**config.mk**
```make
export PLATFORM = sky130hd
export DESIGN_NAME = decimal_text_to_int32_saturating
export DESIGN_NICKNAME = d
export VERILOG_FILES = /design/src/dtoi_pkg.sv /design/src/dtoi_front.sv /design/src/dtoi_queue.sv /design/src/dtoi_back.sv /design/src/decimal_text_to_int32_saturating.sv
export SDC_FILE = /design/constraint.sdc
export NUM_CORES = 1
export LEC_CHECK = 0
export BUFFER_PORTS_ARGS = -buffer_cell sky130_fd_sc_hd__buf_2
export CAP_MARGIN = 20
export CORE_MARGIN = 2
export CORE_UTILIZATION = 61
export CTS_CLUSTER_DIAMETER = 30
export DETAILED_ROUTE_END_ITERATION = 16
export PLACE_DENSITY = 0.8
export SLEW_MARGIN = 20
export SYNTH_ARGS = -nofsm -noshare
export SYNTH_HDL_FRONTEND = slang
export SYNTH_SLANG_ARGS = --single-unit
```
**constraint.sdc**
```tcl
create_clock -name clk -period 11.81 [get_ports clk]
set_input_delay 2.362 -clock clk [delete_from_list [all_inputs] [get_ports clk]]
set_output_delay 2.362 -clock clk [all_outputs]
set_load 0.03 [all_outputs]
```
**src/dtoi_pkg.sv**
```systemverilog
// Shared types and constants for the decimal text to int32 converter.
`timescale 1ns / 1ps

package dtoi_pkg;

    localparam int unsigned QUEUE_DEPTH_DEF = 4;

    localparam logic [7:0] CHAR_SPACE = 8'h20;
    localparam logic [7:0] CHAR_PLUS  = 8'h2B;
    localparam logic [7:0] CHAR_MINUS = 8'h2D;
    localparam logic [7:0] CHAR_ZERO  = 8'h30;
    localparam logic [7:0] CHAR_NINE  = 8'h39;

    localparam logic signed [31:0] INT32_MAX_C = 32'sh7FFF_FFFF;
    localparam logic signed [31:0] INT32_MIN_C = 32'sh8000_0000;
    localparam logic signed [35:0] SUM_MAX     = 36'sd2147483647;
    localparam logic signed [35:0] SUM_MIN     = -36'sd2147483648;

    typedef enum logic [2:0] {
        KIND_SPACE,
        KIND_PLUS,
        KIND_MINUS,
        KIND_DIGIT,
        KIND_OTHER
    } char_kind_t;

    typedef struct packed {
        char_kind_t  kind;
        logic [3:0]  digit;
        logic        last;
    } char_item_t;

endpackage

```
**src/dtoi_front.sv**
```systemverilog
// Front end: classifies each incoming character beat for the parser.
`timescale 1ns / 1ps

module dtoi_front (
    input  logic                   s_axis_tvalid,
    output logic                   s_axis_tready,
    input  logic [7:0]             s_axis_tdata,   // [7:0] char_code
    input  logic                   s_axis_tlast,   // end_of_text
    output logic                   item_valid,
    input  logic                   item_ready,
    output dtoi_pkg::char_item_t   item
);
    import dtoi_pkg::*;

    logic [3:0] offset;

    assign offset        = 4'(s_axis_tdata - CHAR_ZERO);
    assign item_valid    = s_axis_tvalid;
    assign s_axis_tready = item_ready;

    always_comb
    begin
        item.digit = offset;
        item.last  = s_axis_tlast;
        if (s_axis_tdata == CHAR_SPACE)
        begin
            item.kind = KIND_SPACE;
        end
        else if (s_axis_tdata == CHAR_PLUS)
        begin
            item.kind = KIND_PLUS;
        end
        else if (s_axis_tdata == CHAR_MINUS)
        begin
            item.kind = KIND_MINUS;
        end
        else if (s_axis_tdata >= CHAR_ZERO && s_axis_tdata <= CHAR_NINE)
        begin
            item.kind = KIND_DIGIT;
        end
        else
        begin
            item.kind = KIND_OTHER;
        end
    end

endmodule

```
**src/dtoi_queue.sv**
```systemverilog
// Short queue of classified characters between front end and parser.
`timescale 1ns / 1ps

module dtoi_queue #(
    parameter int unsigned DEPTH = dtoi_pkg::QUEUE_DEPTH_DEF
) (
    input  logic                   clk,
    input  logic                   rst_n,
    input  logic                   push_valid,
    output logic                   push_ready,
    input  dtoi_pkg::char_item_t   push_item,
    output logic                   pop_valid,
    input  logic                   pop,
    output dtoi_pkg::char_item_t   pop_item
);
    import dtoi_pkg::*;

    localparam int unsigned PW = (DEPTH > 1) ? $clog2(DEPTH) : 1;
    localparam int unsigned CW = $clog2(DEPTH + 1);

    char_item_t    mem [DEPTH];
    logic [PW-1:0] wr_ptr_reg, wr_ptr_next;
    logic [PW-1:0] rd_ptr_reg, rd_ptr_next;
    logic [CW-1:0] count_reg, count_next;
    logic          push;
    logic          do_pop;

    assign push_ready = (count_reg != CW'(DEPTH));
    assign pop_valid  = (count_reg != '0);
    assign push       = push_valid && push_ready;
    assign do_pop     = pop && pop_valid;
    assign pop_item   = mem[rd_ptr_reg];

    always_comb
    begin
        wr_ptr_next = wr_ptr_reg;
        rd_ptr_next = rd_ptr_reg;
        count_next  = count_reg;
        if (push)
        begin
            wr_ptr_next = (wr_ptr_reg == PW'(DEPTH - 1)) ? '0 : wr_ptr_reg + 1'b1;
        end
        if (do_pop)
        begin
            rd_ptr_next = (rd_ptr_reg == PW'(DEPTH - 1)) ? '0 : rd_ptr_reg + 1'b1;
        end
        if (push && !do_pop)
        begin
            count_next = count_reg + 1'b1;
        end
        else if (do_pop && !push)
        begin
            count_next = count_reg - 1'b1;
        end
    end

    always_ff @(posedge clk or negedge rst_n)
    begin
        if (!rst_n)
        begin
            wr_ptr_reg <= '0;
            rd_ptr_reg <= '0;
            count_reg  <= '0;
        end
        else
        begin
            wr_ptr_reg <= wr_ptr_next;
            rd_ptr_reg <= rd_ptr_next;
            count_reg  <= count_next;
        end
    end

    always_ff @(posedge clk)
    begin
        if (push)
        begin
            mem[wr_ptr_reg] <= push_item;
        end
    end

endmodule

```
**src/dtoi_back.sv**
```systemverilog
// Back end: sign and digit accumulation with saturation, result register.
`timescale 1ns / 1ps

module dtoi_back (
    input  logic                   clk,
    input  logic                   rst_n,
    input  logic                   item_valid,
    output logic                   item_pop,
    input  dtoi_pkg::char_item_t   item,
    output logic                   m_axis_tvalid,
    input  logic                   m_axis_tready,
    output logic signed [31:0]     m_axis_tdata    // [31:0] parsed_value
);
    import dtoi_pkg::*;

    typedef enum logic [1:0] {
        PH_SKIP,
        PH_DIGITS,
        PH_STOP
    } phase_t;

    phase_t             phase_reg, phase_next;
    logic               neg_reg, neg_next;
    logic signed [31:0] acc_reg, acc_next;
    logic signed [31:0] acc_step;
    logic               out_valid_reg, out_valid_next;
    logic signed [31:0] out_data_reg, out_data_next;
    logic signed [35:0] acc_wide;
    logic signed [35:0] prod;
    logic signed [35:0] sum;
    logic               digits_go;

    assign item_pop = item_valid && (!item.last || !out_valid_reg || m_axis_tready);

    assign acc_wide = 36'(acc_reg);
    assign prod     = (acc_wide <<< 3) + (acc_wide <<< 1);
    assign sum      = neg_reg ? prod - 36'(item.digit) : prod + 36'(item.digit);

    always_comb
    begin
        phase_next     = phase_reg;
        neg_next       = neg_reg;
        acc_step       = acc_reg;
        digits_go      = 1'b0;
        out_valid_next = out_valid_reg && !m_axis_tready;
        out_data_next  = out_data_reg;
        if (item_pop)
        begin
            case (phase_reg)
                PH_SKIP:
                begin
                    case (item.kind)
                        KIND_SPACE:
                        begin
                        end
                        KIND_MINUS:
                        begin
                            neg_next   = 1'b1;
                            phase_next = PH_DIGITS;
                        end
                        KIND_PLUS:
                        begin
                            phase_next = PH_DIGITS;
                        end
                        default:
                        begin
                            phase_next = PH_DIGITS;
                            digits_go  = 1'b1;
                        end
                    endcase
                end
                PH_DIGITS:
                begin
                    digits_go = 1'b1;
                end
                default:
                begin
                end
            endcase
            if (digits_go)
            begin
                if (item.kind != KIND_DIGIT)
                begin
                    phase_next = PH_STOP;
                end
                else if (sum > SUM_MAX)
                begin
                    acc_step   = INT32_MAX_C;
                    phase_next = PH_STOP;
                end
                else if (sum < SUM_MIN)
                begin
                    acc_step   = INT32_MIN_C;
                    phase_next = PH_STOP;
                end
                else
                begin
                    acc_step = sum[31:0];
                end
            end
        end
        acc_next = acc_step;
        if (item_pop && item.last)
        begin
            out_valid_next = 1'b1;
            out_data_next  = acc_step;
            phase_next     = PH_SKIP;
            neg_next       = 1'b0;
            acc_next       = '0;
        end
    end

    always_ff @(posedge clk or negedge rst_n)
    begin
        if (!rst_n)
        begin
            phase_reg     <= PH_SKIP;
            neg_reg       <= 1'b0;
            acc_reg       <= '0;
            out_valid_reg <= 1'b0;
            out_data_reg  <= '0;
        end
        else
        begin
            phase_reg     <= phase_next;
            neg_reg       <= neg_next;
            acc_reg       <= acc_next;
            out_valid_reg <= out_valid_next;
            out_data_reg  <= out_data_next;
        end
    end

    assign m_axis_tvalid = out_valid_reg;
    assign m_axis_tdata  = out_data_reg;

    a_end_resets: assert property (@(posedge clk) disable iff (!rst_n)
        item_pop && item.last |=> phase_reg == PH_SKIP && acc_reg == '0 && !neg_reg)
        else $error("state not returned to reset after final character");

    a_skip_clean: assert property (@(posedge clk) disable iff (!rst_n)
        phase_reg == PH_SKIP |-> acc_reg == '0 && !neg_reg)
        else $error("accumulator or sign set while skipping spaces");

    a_pos_sign: assert property (@(posedge clk) disable iff (!rst_n)
        !neg_reg |-> !acc_reg[31])
        else $error("negative accumulator without minus sign");

    a_neg_sign: assert property (@(posedge clk) disable iff (!rst_n)
        neg_reg |-> acc_reg[31] || acc_reg == '0)
        else $error("positive accumulator with minus sign");

    a_no_overwrite: assert property (@(posedge clk) disable iff (!rst_n)
        !(item_pop && item.last && out_valid_reg && !m_axis_tready))
        else $error("result overwritten while stalled");

endmodule

```
**src/decimal_text_to_int32_saturating.sv**
```systemverilog
// Top level of the streaming decimal text to saturating int32 converter.
`timescale 1ns / 1ps

// Takes one ASCII character per beat on the slave side, tlast marking the final character
// of a string, and returns the parsed signed 32-bit value as one beat on the master side
// per string. Leading spaces are skipped, one optional sign is taken, digits accumulate and
// saturate at the int32 limits; parsing stops at the first non-digit. Sustained rate is one
// character per clock cycle unless a final character waits on an untaken result; the
// multiply-by-ten and add in the parser are combinational. The final character goes into
// the character queue when accepted; the result register loads when the parser pops it
// from the queue head, once no earlier result is left untaken. The queue's QUEUE_DEPTH
// entries (at least two for full rate) let input keep flowing while a result waits to be
// taken, until a second final character reaches the head of the queue and the queue fills.
module decimal_text_to_int32_saturating #(
    parameter int unsigned QUEUE_DEPTH = dtoi_pkg::QUEUE_DEPTH_DEF
) (
    input  logic               clk,
    input  logic               rst_n,
    input  logic               s_axis_tvalid,
    output logic               s_axis_tready,
    input  logic [7:0]         s_axis_tdata,   // [7:0] char_code
    input  logic               s_axis_tlast,   // end_of_text
    output logic               m_axis_tvalid,
    input  logic               m_axis_tready,
    output logic signed [31:0] m_axis_tdata    // [31:0] parsed_value
);
    import dtoi_pkg::*;

    char_item_t front_item;
    char_item_t queue_item;
    logic       front_valid;
    logic       front_ready;
    logic       queue_valid;
    logic       queue_pop;

    dtoi_front u_front (
        .s_axis_tvalid (s_axis_tvalid),
        .s_axis_tready (s_axis_tready),
        .s_axis_tdata  (s_axis_tdata),
        .s_axis_tlast  (s_axis_tlast),
        .item_valid    (front_valid),
        .item_ready    (front_ready),
        .item          (front_item)
    );

    dtoi_queue #(
        .DEPTH (QUEUE_DEPTH)
    ) u_queue (
        .clk        (clk),
        .rst_n      (rst_n),
        .push_valid (front_valid),
        .push_ready (front_ready),
        .push_item  (front_item),
        .pop_valid  (queue_valid),
        .pop        (queue_pop),
        .pop_item   (queue_item)
    );

    dtoi_back u_back (
        .clk           (clk),
        .rst_n         (rst_n),
        .item_valid    (queue_valid),
        .item_pop      (queue_pop),
        .item          (queue_item),
        .m_axis_tvalid (m_axis_tvalid),
        .m_axis_tready (m_axis_tready),
        .m_axis_tdata  (m_axis_tdata)
    );

endmodule

```
==> results of run 1 <==
-- stage by stage --
step,power (mW),utilization [%]
final,2.98,66.0
after global routing,3.18,66.0
after CTS,2.95,66.0
after detailed placement,2.65,64.0
after global placement,2.62,63.9
after floorplan,2.16,-
-- power groups by stage --
stage               Clock (mW)  Sequential, mW  Combinational, mW
global route             0.302           0.662               2.21
detailed placement           0           0.648               2.00
floorplan                    0           0.703               1.46
finish                   0.281           0.645               2.05
CTS                      0.287           0.642               2.02
global placement             0           0.646               1.97
-- layout make-up --
class                           instances  area, um^2  share of cell area [%]
Multi-Input combinational cell        786        5370                    59.3
Clock inverter                          7        52.6                   0.580
Tap cell                              180         225                    2.49
Clock buffer                            9         225                    2.49
Sequential cell                       107        2840                    31.3
Inverter                               21        78.8                   0.870
Timing Repair Buffer                   51         270                    2.98
-- cells by family (layout without fill, tap and decap cells) --
kind of cell | Yosys count | after routing | share of synthesized area (%)
AO/OA/AOI/OAI | 326 | 326 | 26.4
XOR/XNOR | 52 | 52 | 5.46
adder cells (fa/ha/maj) | 47 | 47 | 7.29
buffers and inverters | 65 | 88 | 3.35
flip-flops | 107 | 107 | 33.5
multiplexers | 18 | 18 | 3.38
AND/OR/NAND/NOR | 343 | 343 | 20.7
-- worst min-delay path by stage --
stage	end	slack [ns]	cells after the start
finish	u_back.m_axis_tdata[6]	0.49	1
CTS	u_back.m_axis_tdata[28]	0.49	1
global placement	u_back.m_axis_tdata[15]	0.47	1
floorplan	u_queue.count_reg[2]	0.48	1
global route	u_back.m_axis_tdata[27]	0.51	1
detailed placement	u_back.m_axis_tdata[28]	0.47	1
-- routing by layer --
metal | share of wire, % | global-route usage (%) | vias to the layer above | wire length, um
li1 | - | - | 3645 | -
met1 | 43 | 42.5 | 3719 | 9750
met2 | 46 | 49.8 | 279 | 10400
met3 | 7.6 | 8.05 | 59 | 1730
met4 | 3.8 | 12.0 | 2 | 863
met5 | 0.12 | 1.74 | - | 27
-- layout by cell type, fill, tap and decap left out, types with 16 or more instances in the layout --
master,count
nand2_1,97
a21oi_1,83
nor2_1,82
dfrtp_1,75
buf_2,45
ha_1,43
o21ai_0,38
o21ai_1,35
edfxtp_1,32
xnor2_1,31
a21o_1,29
nand3_1,23
inv_1,21
a31oi_1,20
xor2_1,20
nor3_1,19
o21a_1,17
nand4_1,16
==> flow_summary.yaml, run 1 <==
cells_and_area:
  fin_area_um2: 9060
  num-nets-final: 1036
  area_growth_pct: 6.86
  drive_above_1_share_pct: 13.3
  n_antenna_cell: 0
  nFillCells: 1164
  stdcell_count: 1161
sta:
  period_minus_slack_ns: 6.06
  period_share_pct: 51.3
  whs_ns: 0.486
  finalHoldViolations: 0
  worst_slew_pin_slew_ns: 1.11
  worst_slack_ns: 5.75
  rsz0062_at_grt: "no"
  slew_headroom_pct: 24.5
  finalClockSkew_ns: 0.0108
  max_freq_mhz: 165
  slew_violations: 0
  setup_tns_ns: 0
  finalSetupViolCount: 0
global_route:
  grt_max_degree: 76
  first_global_vias: 7233
  antenna_found_initial: 0
  grt_pass1_wl_um: 36900
  track_usage_pct: 31.8
  grt_overflow: 0
floorplanning:
  io_pins: 47
  start_util_pct: 61.8
  chipWidth_um: 122
  core-area_um2: 13700
  num_rows: 43
  die_h_um: 122
  die_area_um2: 14900
yosys:
  synth_flop_cell: "dfrtp_1"
  syn_inst: 958
  synth_area_um2: 8480
  ys_top_cells_by_count: "nand2_1, a21oi_1, nor2_1"
  synth.largest_area_cell: "dfrtp_1"
  synth_cell_types: 89
  synth-seq-cells: 107
  syn_nets: 1018
  synth_edf_count: 32
  syn_area_per_cell_um2: 8.85
  synth_top_area_share_pct: 22.1
  yosysSeqAreaShare_pct: 33.5
  yosys_warnings: 0
  yosys-top-cells-area: "dfrtp_1, edfxtp_1, ha_1"
  async_flop_share_pct: 70.1
  yosysMostFrequentCell: "nand2_1"
clock_tree:
  cts.clk_slew.worst_paths_ns: 0.07
  ctsResizeCount: 0
  cts_tree: "yes"
  clock-sinks: 107
  cts_buffer_depth: 2
  clkLatencyLatePin_ns: 0.35
  cts-root-buf: "clkbuf_16"
  cts_made_buffers: 9
  cts_max_level: 3
  ctsHoldBuffers: 0
  cts_setup_buffers: 0
power_and_ir_drop:
  seqPwrFrac_pct: 21.6
  swShare_pct: 53.4
  internal-power_mw: 1.39
  vdd_drop_max_uv: 175
  power_frac_clock_pct: 9.4
  pwr_density_cell_nw_per_um2: 329
  leakage_nw: 3.73
  p_switching_mw: 1.59
  power_frac_comb_pct: 68.9
setup_path:
  r2r_start: "u_queue.rd_ptr_reg[0]"
  worst_setup_path_end_kind: "register"
  cp_max_fo: 23
  startpoint: "u_queue.rd_ptr_reg[0]"
  crit_arrival_ns: 6.29
  critPathKind: "register to register"
  crit_family: "simple AND/OR/NAND/NOR gates"
  cp_num_cells: 16
  worst-path-buf-inv: 2
  r2r_slack_ns: 5.75
  slowest_delay_ns: 1.02
  r2r-end: "u_back.acc_reg[3]"
  crit_slowest_cell: "o21ai_2"
  worstSetupStartpointType: "register"
  endpoint: "u_back.acc_reg[3]"
  path_cells: "mux4_2 > inv_1 > ha_1 > inv_1 > nor2_1 > o21ai_0 > nor4b_1 > and2_1 > and3_1 > nor4b_1 > o22ai_1 > xnor2_2 > nand4_2 > o21ai_2 > nand2_1 > a22o_1"
  reg2regPathDepth: 16
  cp.required_ns: 12.04
min_path:
  hp-class: "register to register"
  holdCritStartpoint: "u_back.m_axis_tdata[6]"
place:
  post-dp-hpwl_um: 17500
  place_congestion: 1.04
  dpl_cell_area_um2: 8770
  portBuffers: 46
  dp_slack_ns: 5.85
  dp.cells: 1145
route:
  dr.first_iter.drc_count: 760
  firstDrtPassIters: 5
  post_drt_via_cell_ratio: 6.64
  drc: 0
  ant_nets: 0
  detail_route.wl_per_cell_um: 19.6
  num_vias: 7704
  wl_um: 22800
run:
  drv_cap: 0
outcome:
  outcome: "complete, no violations"
Note: power is estimated with default switching activity, not from simulation.
==> run 2, diff against run 1 <==
--- a/config.mk
+++ b/config.mk
@@ -5,13 +5,14 @@
 export SDC_FILE = /design/constraint.sdc
 export NUM_CORES = 1
 export LEC_CHECK = 0
+export ABC_AREA = 1
 export BUFFER_PORTS_ARGS = -buffer_cell sky130_fd_sc_hd__buf_2
 export CAP_MARGIN = 20
 export CORE_MARGIN = 2
-export CORE_UTILIZATION = 61
+export CORE_UTILIZATION = 57
 export CTS_CLUSTER_DIAMETER = 30
 export DETAILED_ROUTE_END_ITERATION = 16
-export PLACE_DENSITY = 0.8
+export PLACE_DENSITY = 0.78
 export SLEW_MARGIN = 20
 export SYNTH_ARGS = -nofsm -noshare
 export SYNTH_HDL_FRONTEND = slang
==> constraint.sdc (replaced) <==
create_clock -name clk -period 5.3 [get_ports clk]
set_input_delay 1.06 -clock clk [delete_from_list [all_inputs] [get_ports clk]]
set_output_delay 1.06 -clock clk [all_outputs]
set_load 0.03 [all_outputs]
==> flow_summary.yaml, run 2 <==
sta:
  setup_tns_ns: 0
  finalHoldViolations: 0
  finalClockSkew_ns: 0.0135
  slew_headroom_pct: 35.2
  finalSetupViolCount: 0
  rsz0062_at_grt: "no"
  max_freq_mhz: 220
  period_share_pct: 85.7
  worst_slew_pin_slew_ns: 0.972
  whs_ns: 0.478
  slew_violations: 0
  period_minus_slack_ns: 4.54
cells_and_area:
  layout_common_cells: "nand2_1, inv_1, nor2_1"
  num-nets-final: 1556
  multi_input_area_um2: 5600
  drive_above_1_share_pct: 11.4
  layout_commonest_cell: "nand2_1"
  stdcell_count: 1717
  nFillCells: 1503
  n_antenna_cell: 0
  area_growth_pct: 8.27
  seq_area_um2: 2840
  fin_area_um2: 10000
clock_tree:
  cts.clk_slew.worst_paths_ns: 0.08
  cts_buffer_depth: 2
  clkLatencyLatePin_ns: 0.35
  clock-sinks: 107
  cts_max_level: 3
  cts-root-buf: "clkbuf_16"
  cts_made_buffers: 9
  cts_setup_buffers: 0
  ctsResizeCount: 0
  ctsHoldBuffers: 0
  cts_tree: "yes"
floorplanning:
  die_h_um: 131
  io_pins: 47
  num_rows: 46
  chipWidth_um: 131
  start_util_pct: 58.3
  die_area_um2: 17300
  core-area_um2: 15900
setup_path:
  cp_max_fo: 17
  worstSetupStartpointType: "register"
  crit_arrival_ns: 4.78
  cp_common_cell: "nand2_1"
  crit_slowest_cell: "dfrtp_1"
  cp.required_ns: 5.54
  critPathKind: "register to register"
  slowest_delay_ns: 0.52
  worst_setup_path_end_kind: "register"
  reg2regPathDepth: 28
yosys:
  yosys-top-cells-area: "nand2_1, dfrtp_1, edfxtp_1"
  synth_cell_types: 44
  ys_top_cells_by_count: "nand2_1, inv_1, nor2_1"
  synth_flop_cell: "dfrtp_1"
  yosys_warnings: 0
  syn_area_per_cell_um2: 6.35
  yosysMostFrequentCell: "nand2_1"
  syn_inst: 1458
  async_flop_share_pct: 70.1
  synth-seq-cells: 107
  synth_area_um2: 9260
  synth_edf_count: 32
  syn_nets: 1518
  synth_top_area_share_pct: 22.5
  synth.largest_area_cell: "nand2_1"
  yosysSeqAreaShare_pct: 30.6
route:
  detail_route.wl_per_cell_um: 14.7
  ant_nets: 0
  num_vias: 9282
  dr.first_iter.drc_count: 748
  wl_um: 25200
  drc: 0
  post_drt_via_cell_ratio: 5.41
  firstDrtPassIters: 6
global_route:
  antenna_found_initial: 0
  grt_pass1_wl_um: 41300
  grt_overflow: 0
  grt_max_degree: 76
  first_global_vias: 8541
  track_usage_pct: 29.3
power_and_ir_drop:
  leakage_nw: 5.55
  vdd_drop_max_uv: 839
  power.total_mw: 6.55
  pwr_density_cell_nw_per_um2: 653
min_path:
  holdPathStages: 2
  hp-class: "register to register"
place:
  portBuffers: 46
  place_congestion: 1.04
  dp.cells: 1701
  dpl_cell_area_um2: 9720
  post-dp-hpwl_um: 19900
outcome:
  outcome: "complete, no violations"
run:
  drv_cap: 0
run 2: changes by cell type after synthesis, moves of 28 or more:
cell	before	now
nand3_1	23	136
nor2_1	82	152
o21ai_1	35	0
nand2_2	0	39
inv_1	21	179
xnor2_1	31	2
a21o_1	29	1
nand2_1	97	554
a21oi_1	83	35
run 2: area by class of cell:
cell class	instances	share of cell area (%)
flip-flops and latches	107	28.3
multi-input cells	1136	55.9
clock buffers	9	2.25
well taps	216	2.70
repair buffers	54	3.05
inverters	188	7.04
clock inverters	7	0.811
run 2: cell families (layout without fill, tap and decap cells):
family | Yosys count | in the layout | share of synthesized area [%]
buffers and inverters | 215 | 258 | 8.96
multiplexers | 3 | 3 | 0.338
AND/OR/NAND/NOR | 967 | 967 | 45.0
adder cells (fa/ha/maj) | 47 | 47 | 6.67
flip-flops | 107 | 107 | 30.6
AO/OA/AOI/OAI | 89 | 89 | 5.55
XOR/XNOR | 30 | 30 | 2.84
run 2: routing by layer:
metal  share of wire (%)  global-route usage (%)  vias to the layer above
met4                 2.1                    7.91                        0
met1                  46                    42.3                     4255
met2                  45                    46.3                      317
met3                 7.2                    3.94                       47
met5                   0                       0                        -
li1                    -                       -                     4663
run 2: per-stage QoR:
step	worst slack (ns)	utilization [%]
after CTS	0.781	63.1
after global placement	1.01	61.2
final	0.760	63.1
after detailed placement	0.812	61.2
after floorplan	1.63	-
after global routing	0.234	63.1
run 2: path summary, 6_finish.rpt:
| kind | startpoint | to | slack (ns) |
|---|---|---|---|
| worst max-delay path | u_queue.rd_ptr_reg[0] | u_back.m_axis_tdata[22] | 0.76 |
| worst min-delay path | u_back.m_axis_tdata[28] | u_back.m_axis_tdata[28] | 0.48 |
| worst max register to register | u_queue.rd_ptr_reg[0] | u_back.m_axis_tdata[22] | 0.76 |
| worst min register to register | u_back.m_axis_tdata[28] | u_back.m_axis_tdata[28] | 0.48 |
| max in group asynchronous | rst_n | u_back.m_axis_tdata[29] | 3.81 |
| min in group asynchronous | rst_n | u_queue.rd_ptr_reg[0] | 0.85 |
run 2: worst max-delay path: cells and delay by family, from the launching register on:
family | cells | cell delay [ns]
adders and majority gates | 1 | 0.34
DFF | 1 | 0.52
buffers and inverters | 5 | 0.82
AOI/OAI and AO/OA | 1 | 0.39
and+or+nand+nor | 21 | 2.33
run 2: report_power, final:
part | internal (mW) | switching [mW]
Combinational | 1.39 | 3.06
Clock | 0.336 | 0.337
Sequential | 1.14 | 0.274
Total | 2.87 | 3.67
